File: config.mk
export PLATFORM = sky130hd
export DESIGN_NAME = scan_frame_pixel_unpacker
export DESIGN_NICKNAME = d
export VERILOG_FILES = /design/src/hw/rtl/sfpu_pkg.sv /design/src/hw/rtl/sfpu_front.sv /design/src/hw/rtl/sfpu_queue.sv /design/src/hw/rtl/sfpu_back.sv /design/src/hw/rtl/scan_frame_pixel_unpacker.sv
export SDC_FILE = /design/constraint.sdc
export NUM_CORES = 1
export LEC_CHECK = 0
export ABC_CLOCK_PERIOD_IN_PS = 12600
export BUFFER_PORTS_ARGS = -buffer_cell sky130_fd_sc_hd__buf_2
export CORE_UTILIZATION = 55
export DETAILED_ROUTE_END_ITERATION = 8
export PLACE_DENSITY = 0.76
export SYNTH_ARGS = -nofsm -noshare
export SYNTH_HDL_FRONTEND = slang
export SYNTH_HIERARCHICAL = 1
export SYNTH_SLANG_ARGS = --single-unit
File: constraint.sdc
create_clock -name clk -period 12.6 [get_ports clk]
set_input_delay 0 -clock clk [delete_from_list [all_inputs] [get_ports clk]]
set_output_delay 0 -clock clk [all_outputs]
set_load 0.02 [all_outputs]
File: src/hw/rtl/sfpu_pkg.sv
// Shared types and constants for the scan frame pixel unpacker.
// Used by the front end, the job queue, the pixel back end and the top level.
`default_nettype none

package sfpu_pkg;

  // Column arithmetic width. It covers lines of up to 1023 segments, including
  // the negative sync skew and the signed channel offsets.
  localparam int COL_W = 16;

  localparam int WORDS         = 15;
  localparam int FINE_W        = 6;
  localparam int PIX_PER_FRAME = 15;
  localparam int SMOOTH_RUN    = 5;
  localparam int SMOOTH_COUNT  = 3;
  localparam int ALARM_WORDS   = 12;
  localparam int SYNC_THRESHOLD = 70;
  localparam int QUEUE_DEPTH   = 2;

  localparam logic [7:0] ALARM_ODD  = 8'hFB;
  localparam logic [7:0] ALARM_EVEN = 8'h07;

  // Division by ten of an 8-bit code as a multiply by a reciprocal.
  localparam logic [7:0] DIV10_MUL   = 8'd205;
  localparam int         DIV10_SHIFT = 11;

  localparam int CFG_INDEX_W = 2;
  localparam int CFG_DATA_W  = 10;

  localparam logic [CFG_INDEX_W-1:0] REG_TAG_MODE   = 2'd0;
  localparam logic [CFG_INDEX_W-1:0] REG_VIS_OFFSET = 2'd1;
  localparam logic [CFG_INDEX_W-1:0] REG_IR_OFFSET  = 2'd2;

  // Tag mode codes. The unused code behaves like a forced true tag.
  localparam logic [1:0] TAG_FRAME = 2'd0;
  localparam logic [1:0] TAG_FALSE = 2'd1;
  localparam logic [1:0] TAG_TRUE  = 2'd2;

  typedef struct packed {
    logic [15:0]                          line_index;
    logic                                 reverse;
    logic                                 tag;
    logic signed [COL_W-1:0]              base;
    logic [WORDS-1:0][FINE_W-1:0]         fine;
    logic [SMOOTH_COUNT-1:0][7:0]         smooth;
  } job_t;

endpackage

`default_nettype wire

File: src/hw/rtl/sfpu_front.sv
// Front end: accepts frames, detects line syncs and keeps the line state.
// Data frames before the end of the line become pixel jobs pushed into the queue. Depends on sfpu_pkg.
`default_nettype none

module sfpu_front import sfpu_pkg::*; #(
  parameter int SEGMENTS_PER_LINE = 490
) (
  input  wire logic        clk,
  input  wire logic        rst,
  input  wire logic        frame_valid,
  output logic             frame_stall,
  input  wire logic [63:0] words_lo,
  input  wire logic [55:0] words_hi,
  input  wire logic        frame_tag,
  input  wire logic [1:0]  tag_mode,
  input  wire logic        q_full,
  output logic             q_push,
  output job_t             q_job
);

  localparam int SEG_W = $clog2(SEGMENTS_PER_LINE + 1);

  logic [WORDS:1][7:0] wd;
  logic [3:0]          wmatch [ALARM_WORDS];
  logic [4:0]          pair   [ALARM_WORDS/2];
  logic [5:0]          quad   [ALARM_WORDS/4];
  logic [6:0]          match;
  logic                accept;
  logic                is_sync;
  logic                is_blank;
  logic                at_end;
  logic                tag;
  logic [7:0]          code;
  logic [15:0]         skew_prod;
  logic signed [COL_W-1:0] pos_ext;
  logic signed [COL_W-1:0] skew_ext;

  logic             scan_reverse;
  logic [4:0]       sync_skew;
  logic [SEG_W-1:0] seg_pos;
  logic [15:0]      line_count;

  function automatic logic [3:0] ones8(input logic [7:0] v);
    logic [3:0] n;
    n = '0;
    for (int b = 0; b < 8; b++) begin
      n = n + 4'(v[b]);
    end
    return n;
  endfunction

  assign wd = {words_hi, words_lo};

  always_comb begin
    for (int k = 0; k < ALARM_WORDS; k++) begin
      // Word k+1: odd words against 0xFB, even words against 0x07.
      wmatch[k] = ones8(~(wd[k+1] ^ ((k % 2 == 0) ? ALARM_ODD : ALARM_EVEN)));
    end
    for (int j = 0; j < ALARM_WORDS/2; j++) begin
      pair[j] = 5'(wmatch[2*j]) + 5'(wmatch[2*j+1]);
    end
    for (int j = 0; j < ALARM_WORDS/4; j++) begin
      quad[j] = 6'(pair[2*j]) + 6'(pair[2*j+1]);
    end
    match = 7'(quad[0]) + 7'(quad[1]) + 7'(quad[2]);
  end

  assign is_sync  = match > 7'(SYNC_THRESHOLD);
  assign is_blank = (wd[1] == 8'd0) && (wd[2] == 8'd0);
  assign at_end   = seg_pos >= SEG_W'(SEGMENTS_PER_LINE);

  assign frame_stall = q_full;
  assign accept      = frame_valid && !q_full;
  assign q_push      = accept && !is_sync && !is_blank && !at_end;

  assign code      = {wd[13][7:2], wd[14][7:6]};
  assign skew_prod = code * DIV10_MUL;

  always_comb begin
    case (tag_mode)
      TAG_FRAME: tag = frame_tag;
      TAG_FALSE: tag = 1'b0;
      default:   tag = 1'b1;
    endcase
  end

  assign pos_ext  = signed'(COL_W'(seg_pos));
  assign skew_ext = signed'(COL_W'(sync_skew));

  always_comb begin
    q_job.line_index = line_count;
    q_job.reverse    = scan_reverse;
    q_job.tag        = tag;
    q_job.base       = (pos_ext <<< 4) - pos_ext - skew_ext;
    for (int k = 0; k < WORDS; k++) begin
      q_job.fine[k] = wd[k+1][7:2];
    end
    q_job.smooth[0] = {wd[1][1:0], wd[2][1:0], wd[3][1:0], wd[4][1:0]};
    q_job.smooth[1] = {wd[6][1:0], wd[7][1:0], wd[8][1:0], wd[9][1:0]};
    q_job.smooth[2] = {wd[11][1:0], wd[12][1:0], wd[13][1:0], wd[14][1:0]};
  end

  always_ff @(posedge clk) begin
    if (rst) begin
      scan_reverse <= 1'b0;
      sync_skew    <= '0;
      seg_pos      <= '0;
      line_count   <= '0;
    end else if (accept) begin
      if (is_sync) begin
        scan_reverse <= wd[15][2];
        sync_skew    <= skew_prod[DIV10_SHIFT +: 5];
        seg_pos      <= '0;
        line_count   <= line_count + 16'd1;
      end else if (!is_blank) begin
        if (at_end) begin
          seg_pos <= SEG_W'(SEGMENTS_PER_LINE);
        end else begin
          seg_pos <= seg_pos + SEG_W'(1);
        end
      end
    end
  end

  assert property (@(posedge clk) disable iff (rst)
    seg_pos <= SEG_W'(SEGMENTS_PER_LINE))
    else $error("segment position ran past the end of the line");

endmodule

`default_nettype wire

File: src/hw/rtl/sfpu_queue.sv
// Short job queue between the front end and the pixel back end.
// Holds QUEUE_DEPTH jobs of type job_t from sfpu_pkg.
`default_nettype none

module sfpu_queue import sfpu_pkg::*; (
  input  wire logic clk,
  input  wire logic rst,
  input  wire logic push,
  input  job_t      job_in,
  output logic      full,
  input  wire logic pop,
  output logic      empty,
  output job_t      job_out
);

  localparam int PTR_W = $clog2(QUEUE_DEPTH);
  localparam int CNT_W = $clog2(QUEUE_DEPTH + 1);

  job_t             mem [QUEUE_DEPTH];
  logic [PTR_W-1:0] wr_ptr;
  logic [PTR_W-1:0] rd_ptr;
  logic [CNT_W-1:0] count;

  assign full    = count == CNT_W'(QUEUE_DEPTH);
  assign empty   = count == '0;
  assign job_out = mem[rd_ptr];

  always_ff @(posedge clk) begin
    if (push) begin
      mem[wr_ptr] <= job_in;
    end
  end

  always_ff @(posedge clk) begin
    if (rst) begin
      wr_ptr <= '0;
      rd_ptr <= '0;
      count  <= '0;
    end else begin
      if (push) begin
        wr_ptr <= (wr_ptr == PTR_W'(QUEUE_DEPTH - 1)) ? '0 : wr_ptr + PTR_W'(1);
      end
      if (pop) begin
        rd_ptr <= (rd_ptr == PTR_W'(QUEUE_DEPTH - 1)) ? '0 : rd_ptr + PTR_W'(1);
      end
      if (push && !pop) begin
        count <= count + CNT_W'(1);
      end else if (pop && !push) begin
        count <= count - CNT_W'(1);
      end
    end
  end

  assert property (@(posedge clk) disable iff (rst) !(push && full))
    else $error("job pushed into a full queue");

  assert property (@(posedge clk) disable iff (rst) !(pop && empty))
    else $error("job popped from an empty queue");

endmodule

`default_nettype wire

File: src/hw/rtl/sfpu_back.sv
// Pixel back end: walks the head job over fifteen pixel writes, one per unstalled
// cycle. Computes mirrored, offset-adjusted columns and write flags. Depends on sfpu_pkg.
`default_nettype none

module sfpu_back import sfpu_pkg::*; #(
  parameter int SEGMENTS_PER_LINE = 490
) (
  input  wire logic              clk,
  input  wire logic              rst,
  input  wire logic signed [9:0] vis_offset,
  input  wire logic signed [9:0] ir_offset,
  input  wire logic              q_empty,
  input  job_t                   job,
  output logic                   q_pop,
  output logic                   pixel_valid,
  input  wire logic              pixel_stall,
  output logic [15:0]            line_index,
  output logic [12:0]            vis_column,
  output logic                   vis_write,
  output logic [7:0]             vis_value,
  output logic [12:0]            ir_column,
  output logic                   ir_write,
  output logic [7:0]             ir_value,
  output logic                   last_pixel
);

  localparam int LINEW = SEGMENTS_PER_LINE * PIX_PER_FRAME;
  localparam logic signed [COL_W-1:0] LINEW_S = COL_W'(LINEW);

  logic [3:0]              cnt;
  logic [3:0]              pidx;
  logic [1:0]              sidx;
  logic                    advance;
  logic                    last;
  logic [7:0]              fine_px;
  logic [7:0]              smooth_px;
  logic signed [COL_W-1:0] i_ext;
  logic signed [COL_W-1:0] cv;
  logic signed [COL_W-1:0] ci;
  logic signed [COL_W-1:0] cv_out;
  logic signed [COL_W-1:0] ci_out;
  logic                    wv;
  logic                    wi;

  assign advance = !pixel_valid || !pixel_stall;
  assign last    = cnt == 4'(PIX_PER_FRAME - 1);
  assign q_pop   = advance && !q_empty && last;

  always_comb begin
    pidx = job.reverse ? 4'(PIX_PER_FRAME - 1) - cnt : cnt;
    if (pidx < 4'(SMOOTH_RUN)) begin
      sidx = 2'd0;
    end else if (pidx < 4'(2 * SMOOTH_RUN)) begin
      sidx = 2'd1;
    end else begin
      sidx = 2'd2;
    end
    fine_px   = {job.fine[pidx], 2'b00};
    smooth_px = job.smooth[sidx];

    i_ext = signed'(COL_W'(cnt));
    if (job.reverse) begin
      cv = job.base - i_ext + COL_W'(vis_offset);
      ci = job.base - i_ext + COL_W'(ir_offset);
    end else begin
      cv = job.base + i_ext;
      ci = job.base + i_ext;
    end
    wv = (cv > 0) && (cv < LINEW_S);
    wi = (ci > 0) && (ci < LINEW_S);
    // Reverse scans fill the line from its far end.
    cv_out = job.reverse ? (LINEW_S - COL_W'(1)) - cv : cv;
    ci_out = job.reverse ? (LINEW_S - COL_W'(1)) - ci : ci;
  end

  always_ff @(posedge clk) begin
    if (rst) begin
      pixel_valid <= 1'b0;
      cnt         <= '0;
    end else if (advance) begin
      pixel_valid <= !q_empty;
      if (!q_empty) begin
        cnt <= last ? '0 : cnt + 4'd1;
      end
    end
  end

  always_ff @(posedge clk) begin
    if (advance && !q_empty) begin
      line_index <= job.line_index;
      vis_column <= wv ? cv_out[12:0] : '0;
      vis_write  <= wv;
      vis_value  <= job.tag ? smooth_px : fine_px;
      ir_column  <= wi ? ci_out[12:0] : '0;
      ir_write   <= wi;
      ir_value   <= job.tag ? fine_px : smooth_px;
      last_pixel <= last;
    end
  end

  assert property (@(posedge clk) disable iff (rst)
    pixel_valid && !vis_write |-> vis_column == 13'd0)
    else $error("unwritten visible pixel carries a column");

  assert property (@(posedge clk) disable iff (rst)
    q_pop |=> cnt == 4'd0)
    else $error("pixel counter not rewound after the last write of a frame");

endmodule

`default_nettype wire

File: src/hw/rtl/scan_frame_pixel_unpacker.sv
// Scan frame pixel unpacker. A frame is accepted in any cycle in which the job
// queue (two entries) has room; sync frames, blank frames and frames past the
// end of the line give no pixel writes. A data frame gives fifteen pixel writes,
// one per cycle unless the pixel output stalls, paced by the back end's pixel
// counter. An output register parts the pixel channel from the queue, and a new
// frame is taken while earlier pixels are still being delivered. Configuration
// is written through the cfg port, which is always ready.
`default_nettype none

module scan_frame_pixel_unpacker import sfpu_pkg::*; #(
  parameter int SEGMENTS_PER_LINE = 490
) (
  input  wire logic                   clk,
  input  wire logic                   rst,
  input  wire logic                   cfg_valid,
  output logic                        cfg_ready,
  input  wire logic [CFG_INDEX_W-1:0] cfg_index,
  input  wire logic [CFG_DATA_W-1:0]  cfg_data,
  input  wire logic                   frame_valid,
  output logic                        frame_stall,
  input  wire logic [63:0]            words_lo,
  input  wire logic [55:0]            words_hi,
  input  wire logic                   frame_tag,
  output logic                        pixel_valid,
  input  wire logic                   pixel_stall,
  output logic [15:0]                 line_index,
  output logic [12:0]                 vis_column,
  output logic                        vis_write,
  output logic [7:0]                  vis_value,
  output logic [12:0]                 ir_column,
  output logic                        ir_write,
  output logic [7:0]                  ir_value,
  output logic                        last_pixel
);

  logic              [1:0] tag_mode;
  logic signed       [9:0] vis_offset;
  logic signed       [9:0] ir_offset;
  logic                    q_full;
  logic                    q_empty;
  logic                    q_push;
  logic                    q_pop;
  job_t                    job_in;
  job_t                    job_head;

  assign cfg_ready = 1'b1;

  always_ff @(posedge clk) begin
    if (rst) begin
      tag_mode   <= TAG_FRAME;
      vis_offset <= '0;
      ir_offset  <= '0;
    end else if (cfg_valid && cfg_ready) begin
      unique case (cfg_index)
        REG_TAG_MODE:   tag_mode   <= cfg_data[1:0];
        REG_VIS_OFFSET: vis_offset <= signed'(cfg_data);
        REG_IR_OFFSET:  ir_offset  <= signed'(cfg_data);
        default: ;
      endcase
    end
  end

  sfpu_front #(
    .SEGMENTS_PER_LINE(SEGMENTS_PER_LINE)
  ) u_front (
    .clk        (clk),
    .rst        (rst),
    .frame_valid(frame_valid),
    .frame_stall(frame_stall),
    .words_lo   (words_lo),
    .words_hi   (words_hi),
    .frame_tag  (frame_tag),
    .tag_mode   (tag_mode),
    .q_full     (q_full),
    .q_push     (q_push),
    .q_job      (job_in)
  );

  sfpu_queue u_queue (
    .clk    (clk),
    .rst    (rst),
    .push   (q_push),
    .job_in (job_in),
    .full   (q_full),
    .pop    (q_pop),
    .empty  (q_empty),
    .job_out(job_head)
  );

  sfpu_back #(
    .SEGMENTS_PER_LINE(SEGMENTS_PER_LINE)
  ) u_back (
    .clk        (clk),
    .rst        (rst),
    .vis_offset (vis_offset),
    .ir_offset  (ir_offset),
    .q_empty    (q_empty),
    .job        (job_head),
    .q_pop      (q_pop),
    .pixel_valid(pixel_valid),
    .pixel_stall(pixel_stall),
    .line_index (line_index),
    .vis_column (vis_column),
    .vis_write  (vis_write),
    .vis_value  (vis_value),
    .ir_column  (ir_column),
    .ir_write   (ir_write),
    .ir_value   (ir_value),
    .last_pixel (last_pixel)
  );

endmodule

`default_nettype wire

### After elaboration in Yosys (flattened, before gate mapping)

Memories as Yosys holds them, arrays and structs flattened. A register that Yosys moved wholly into a read port is not among the register bits.
Index checks and enable logic that the tools add are counted.

* add/sub/neg operators: 111
* multipliers: 1
* magnitude comparators: 10
* equal/unequal tests: 6
* mux-type cells: 26
* bitwise operators: 25
* reduce and logical (&&, ||, !) cells: 33

Operators with widths (count)
* $add A4 B1 Y4: 72
* $not A8 Y8: 12
* $not A7 Y7: 6
* $add A16 B10 Y16: 2
* $gt A16 B1 Y1 const B: 2
* $lt A16 B14 Y1 const B: 2
* $mux W16: 2
* $add A4 B4 Y5: 6
* $mux W9: 3
* $mux W13: 2
* $sub A11 B13 Y13 const A: 2
* $add A1 B1 Y2: 12
* $bmux W6 S4: 1
* $mux W8: 3
* $add A5 B5 Y6: 3
* $not A3 Y3: 6
* $add A16 B1 Y16 const B: 1
* $add A16 B5 Y16: 1
* $bmux W8 S2: 1
* $logic_not A8 Y1: 2
* $mul A8 B8 Y16 const B: 1
* $sub A16 B5 Y16: 1
* $sub A16 B6 Y16: 1
* $sub A13 B9 Y14: 1
* other kinds (30): 67

* bits in registers: 123
* bits in writable memories: 296
* output and inout bits: 64
* word-level logic and storage cells: 235
* memories kept: 1

Memory list
* u_queue.mem: depth 2, bits a word 148, read ports 1, clocked after Yosys merged registers in 1, write ports 1, RTL line sfpu_queue.sv:19 `job_t mem [QUEUE_DEPTH];`

### Longest topological paths before layout

* word-level depth: 22
* depth in mapped cells: 27

### By module

The synthesis kept the hierarchy.

Modules (own cells, without submodules)
* sfpu_queue: times used 1, cells an instance 482, area each 10920.5 sq um, sequential area each 8988.6 sq um
* sfpu_front: times used 1, cells an instance 782, area each 6814.0 sq um, sequential area each 620.6 sq um
* sfpu_back: times used 1, cells an instance 769, area each 6611.3 sq um, sequential area each 1931.9 sq um
* scan_frame_pixel_unpacker: times used 1, cells an instance 88, area each 934.6 sq um, sequential area each 440.4 sq um

### Worst setup path after synthesis

No wires, ideal clock.

* kind: input port to flip-flop
* from: input port words_lo[0]
* to: memory u_queue/mem[0][0] (netlist name) (enable)
* setup time: 0.675 ns
* arrival time: 12.953 ns
* data required time: 11.925 ns
* setup slack: -1.029 ns
* stages: 22
* path through: inv_1 > fa_1 > inv_1 > fa_1 > fa_1 > inv_1 > fa_1 > fa_1 > fa_1 > fa_1 > fa_1 > fa_1 > inv_1 > ha_1 > inv_1 > fa_1 > xor2_1 > nor3b_1 > a211o_1 > o41ai_2 > and3_1 > nor2b_1

* longest elaborated chain between the ends: 20

RTL lines
* from (decl): RTL line scan_frame_pixel_unpacker.sv:21 `input wire logic [63:0] words_lo,`
* $not A7 Y7 (no source line)
* $not A8 Y8: RTL line sfpu_front.sv:57 `wmatch[k] = ones8(~(wd[k+1] ^ ((k % 2 == 0) ? ALARM_ODD : ALARM_EVEN)));`
* $add A1 B1 Y2: RTL line sfpu_front.sv:47 `n = n + 4'(v[b]);`
* $add A4 B1 Y4 (6 in a row): RTL line sfpu_front.sv:47
* $add A4 B4 Y5: RTL line sfpu_front.sv:60 `pair[j] = 5'(wmatch[2*j]) + 5'(wmatch[2*j+1]);`
* $add A5 B5 Y6: RTL line sfpu_front.sv:63 `quad[j] = 6'(pair[2*j]) + 6'(pair[2*j+1]);`
* $add A6 B6 Y7: RTL line sfpu_front.sv:65 `match = 7'(quad[0]) + 7'(quad[1]) + 7'(quad[2]);`
* $add A7 B6 Y7: RTL line sfpu_front.sv:65
* $gt A7 B7 Y1: RTL line sfpu_front.sv:68 `assign is_sync = match > 7'(SYNC_THRESHOLD);`
* $logic_not A1 Y1: RTL line sfpu_front.sv:74 `assign q_push = accept && !is_sync && !is_blank && !at_end;`
* $logic_and A1 B1 Y1: RTL line sfpu_front.sv:74
* $logic_and A1 B1 Y1 * (2 in a row): RTL line sfpu_front.sv:74
* named net q_push: RTL line scan_frame_pixel_unpacker.sv:41 `logic q_push;`
* $mux W1 *: RTL line sfpu_queue.sv:29 `if (push) begin`
* $mux W1 (implied by the code) *: RTL line sfpu_queue.sv:30 `mem[wr_ptr] <= job_in;`
* to (decl): RTL line sfpu_queue.sv:19

Mark *: on every way through the listed nets, which the timed path passes. The rest lies on a longest branch.

### Worst setup path in the final report

* from: input port words_lo[29]
* to: memory u_queue/mem[0][53] (netlist name) (enable)

* longest elaborated chain between the ends: 15

RTL lines (RTL line)
* $not A8 Y8: sfpu_front.sv:57
* $add A4 B1 Y4 (3 in a row): sfpu_front.sv:47
* $add A4 B4 Y5: sfpu_front.sv:60
* $add A5 B5 Y6: sfpu_front.sv:63
* $add A6 B6 Y7: sfpu_front.sv:65
* $add A7 B6 Y7: sfpu_front.sv:65
* $gt A7 B7 Y1: sfpu_front.sv:68
* $logic_not A1 Y1: sfpu_front.sv:74
* $logic_and A1 B1 Y1 (3 in a row): sfpu_front.sv:74
* named net q_push: scan_frame_pixel_unpacker.sv:41
* $mux W1: sfpu_queue.sv:29
* $mux W1 (implied by the code): sfpu_queue.sv:30

The timed path passes the listed nets, and every way through them passes these cells.

==> impl_metrics.tcl <==
set metrics [dict create \
    cts_tree "yes" \
    synth_fp_nets 2481 \
    cts_max_level 2 \
    cp_slowest_cell "nor2b_4" \
    cp_top_family "adder cells" \
    first_iter_violations 1147 \
    vias_per_cell 5.695 \
    synthToLayoutAreaGrowth_pct 13.49 \
    die_y_um 216.4 \
    grt_max_degree 131 \
    multi_input_area_sq_um 11200 \
    hold_class "primary input to register" \
    drv_cap 0 \
    use_met3_pct 3.663 \
    setup_tns_ps 0 \
    period_needed_ps 9145 \
    synth_top_area_share_pct 42.41 \
    synthSimpleGateAreaFrac_pct 9.181 \
    timing.final.ws_setup_ps 3455 \
    ctsResizeCount 0 \
    ios 202 \
    post_cts_buffers 0 \
    ys_seq_area_share_pct 47.39 \
    synthXorXnorAreaFrac_pct 3.494 \
    synthMostInstantiatedCell "edfxtp_1" \
    coreArea_sq_um 45380 \
    synth_edf_count 357 \
    synth_fa_ha_area_share_pct 13.96 \
    timing.hold.ws_ps 38.98 \
    grt_pass1_wl_um 93790 \
    clk_latency_ps 580 \
    drt-total-wl_um 59610 \
    rows 78 \
    worstSetupStartpointType "primary input" \
    syn_avg_cell_area_sq_um 11.92 \
    synth_compound_area_share_pct 8.201 \
    cp-end-kind "register" \
    grt_util_met1_pct 35.23 \
    synth_top_family_by_area "adder cells" \
    tightest_slew_ps 1192 \
    postRouteAntennaNets 0 \
    ys_top_cells_by_count "edfxtp_1, inv_1, mux2_2" \
    busiest_layer "met2" \
    port_buffers 198 \
    drcViolationCount 0 \
    start_util_pct 55.71 \
    finalCritPeriodShare_pct 72.58 \
    setup_viol_count_final 0 \
    critPathMostFrequentCell "fa_1" \
    critPathMaxFanout 130 \
    synth.distinct_cells 90 \
    path_class "primary input to register" \
    ys_ff_latch 420 \
    die-area_sq_um 46830 \
    drive_above_1_share_pct 20.87 \
    yosys_warnings 6 \
    cpPeakStageDelay_ps 640 \
    wl_per_cell_um 20.08 \
    final_hold_viol_count 0 \
    fin_nets 2689 \
    cts_sinks 420 \
    synth_area_leaders "edfxtp_1, fa_1, mux2_2, ha_1, dfxtp_1" \
    skew_ps 20.80 \
    required_ps 12790 \
    grtUsageMet2_pct 42.41 \
    fill_cells 3428 \
    rsz0062_at_grt "false" \
    cts_buffers 46 \
    async_flop_share_pct 0 \
    synthFlopType "edfxtp_1" \
    syn_area_sq_um 25280 \
    fp.dieW_um 216.4 \
    grt_antenna_before_repair 1 \
    muxShareOfSynthArea_pct 9.334 \
    yosysTopAreaCell "edfxtp_1" \
    syn_inst 2121 \
    grt.overflow.total 0 \
    firstDrtPassIters 5 \
    pre_cts_ws_ps 3674 \
    grt_usage_pct 25.87 \
    max_freq_ghz 0.1094 \
    regArea_sq_um 11990 \
    critical_path_arrival_ps 9330 \
    maxSlewViolCount 0 \
    max-slew-margin-rel_pct 19.98 \
    cts_buffer_depth 3 \
    grt_pass1_vias 17318 \
    dr_total_vias 16903 \
    status "finished clean" \
    gp_congestion 0.8939 \
    place_hpwl_um 41320 \
    worst-path-buf-inv 11 \
    clock-root-buffer "clkbuf_16" \
    clkTransAtPathRegs_ps 60 \
]
-- per-stage QoR --
stage                     utilization (%)  instances  instance area [sq um]
after floorplan                         -       2121                  25280
after global placement              57.14       2752                  25930
after detailed placement            57.14       2752                  25930
after CTS                           63.21       2967                  28690
after global routing                63.21       2967                  28690
final                               63.22       2968                  28690
-- path summary, 6_finish.rpt --
path         slack, ps                              start  depth (start not counted)                           endpoint
max               3460                       words_lo[29]                         27       u_queue/mem[0][53]$_DFFE_PP_
min                 40                                rst                          3                           register
max reg2reg       5840                           register                         17  u_back/ir_column[3]$_SDFFCE_PN0P_
min reg2reg        460  u_front/scan_reverse$_SDFFE_PP0P_                          0      u_queue/mem[1][131]$_DFFE_PP_
-- tightest hold or removal path, stage by stage --
cell,delay [ps]
buf_2,90
buf_4,290
nor2_1,160
-- kinds of logic after synthesis --
logic type	after synthesis
flops	420
xor+xnor	100
mux	201
buf+inv	412
other cells	1
fa+ha+maj	222
compound gates	311
simple gates	454
-- final cells by class --
class / count / area share, %
Antenna cell: 1 / 0.008722
Inverter: 227 / 2.970
Clock buffer: 63 / 4.448
Timing Repair Buffer: 345 / 8.469
Multi-Input combinational cell: 1289 / 39.04
Tap cell: 600 / 2.617
Sequential cell: 420 / 41.77
Clock inverter: 23 / 0.6672
-- placed cells by master, fill, tap and decap left out, drive strengths merged, types with 8 or more instances in the layout --
cell type	count
a2111oi	12
a211oi	12
a21o	21
a21oi	105
a221oi	8
a22oi	9
a31oi	9
and3	13
buf	216
clkbuf	63
clkinv	12
dfxtp	63
dlygate4sd3	129
edfxtp	357
fa	100
ha	122
inv	232
mux2	158
mux2i	31
mux4	12
nand2	110
nand2b	49
nand3	41
nand4	17
nor2	112
nor2b	15
nor3	26
nor4	15
o211ai	10
o21a	8
o21ai	61
or3	12
or4	9
xnor2	68
xor2	32
-- per-layer routing --
metal | vias up | part of all wire, %
met5 | - | 0.030
met4 | 2 | 3.1
met3 | 118 | 5.9
met2 | 623 | 47
met1 | 8325 | 44
li1 | 7835 | -
-- repair_timing --
action,in CTS,in global routing
setup endpoints to repair,0,0
endpoints found under the hold margin,254,0
hold buffers,129,0
-- state kept, by name (all words and copies together) (netlist names), 8 cells and up, named ones only --
name	cells
u_queue/mem	296
u_back/line_index	16
u_front/line_count	16
u_back/ir_column	13
u_back/vis_column	13
ir_offset	10
vis_offset	10
u_front/seg_pos	9
u_back/ir_value	8
u_back/vis_value	8
Power is left out: the tool's default activity adds up to more than one toggle a clock period on the data nets, which glitch-free logic cannot reach.
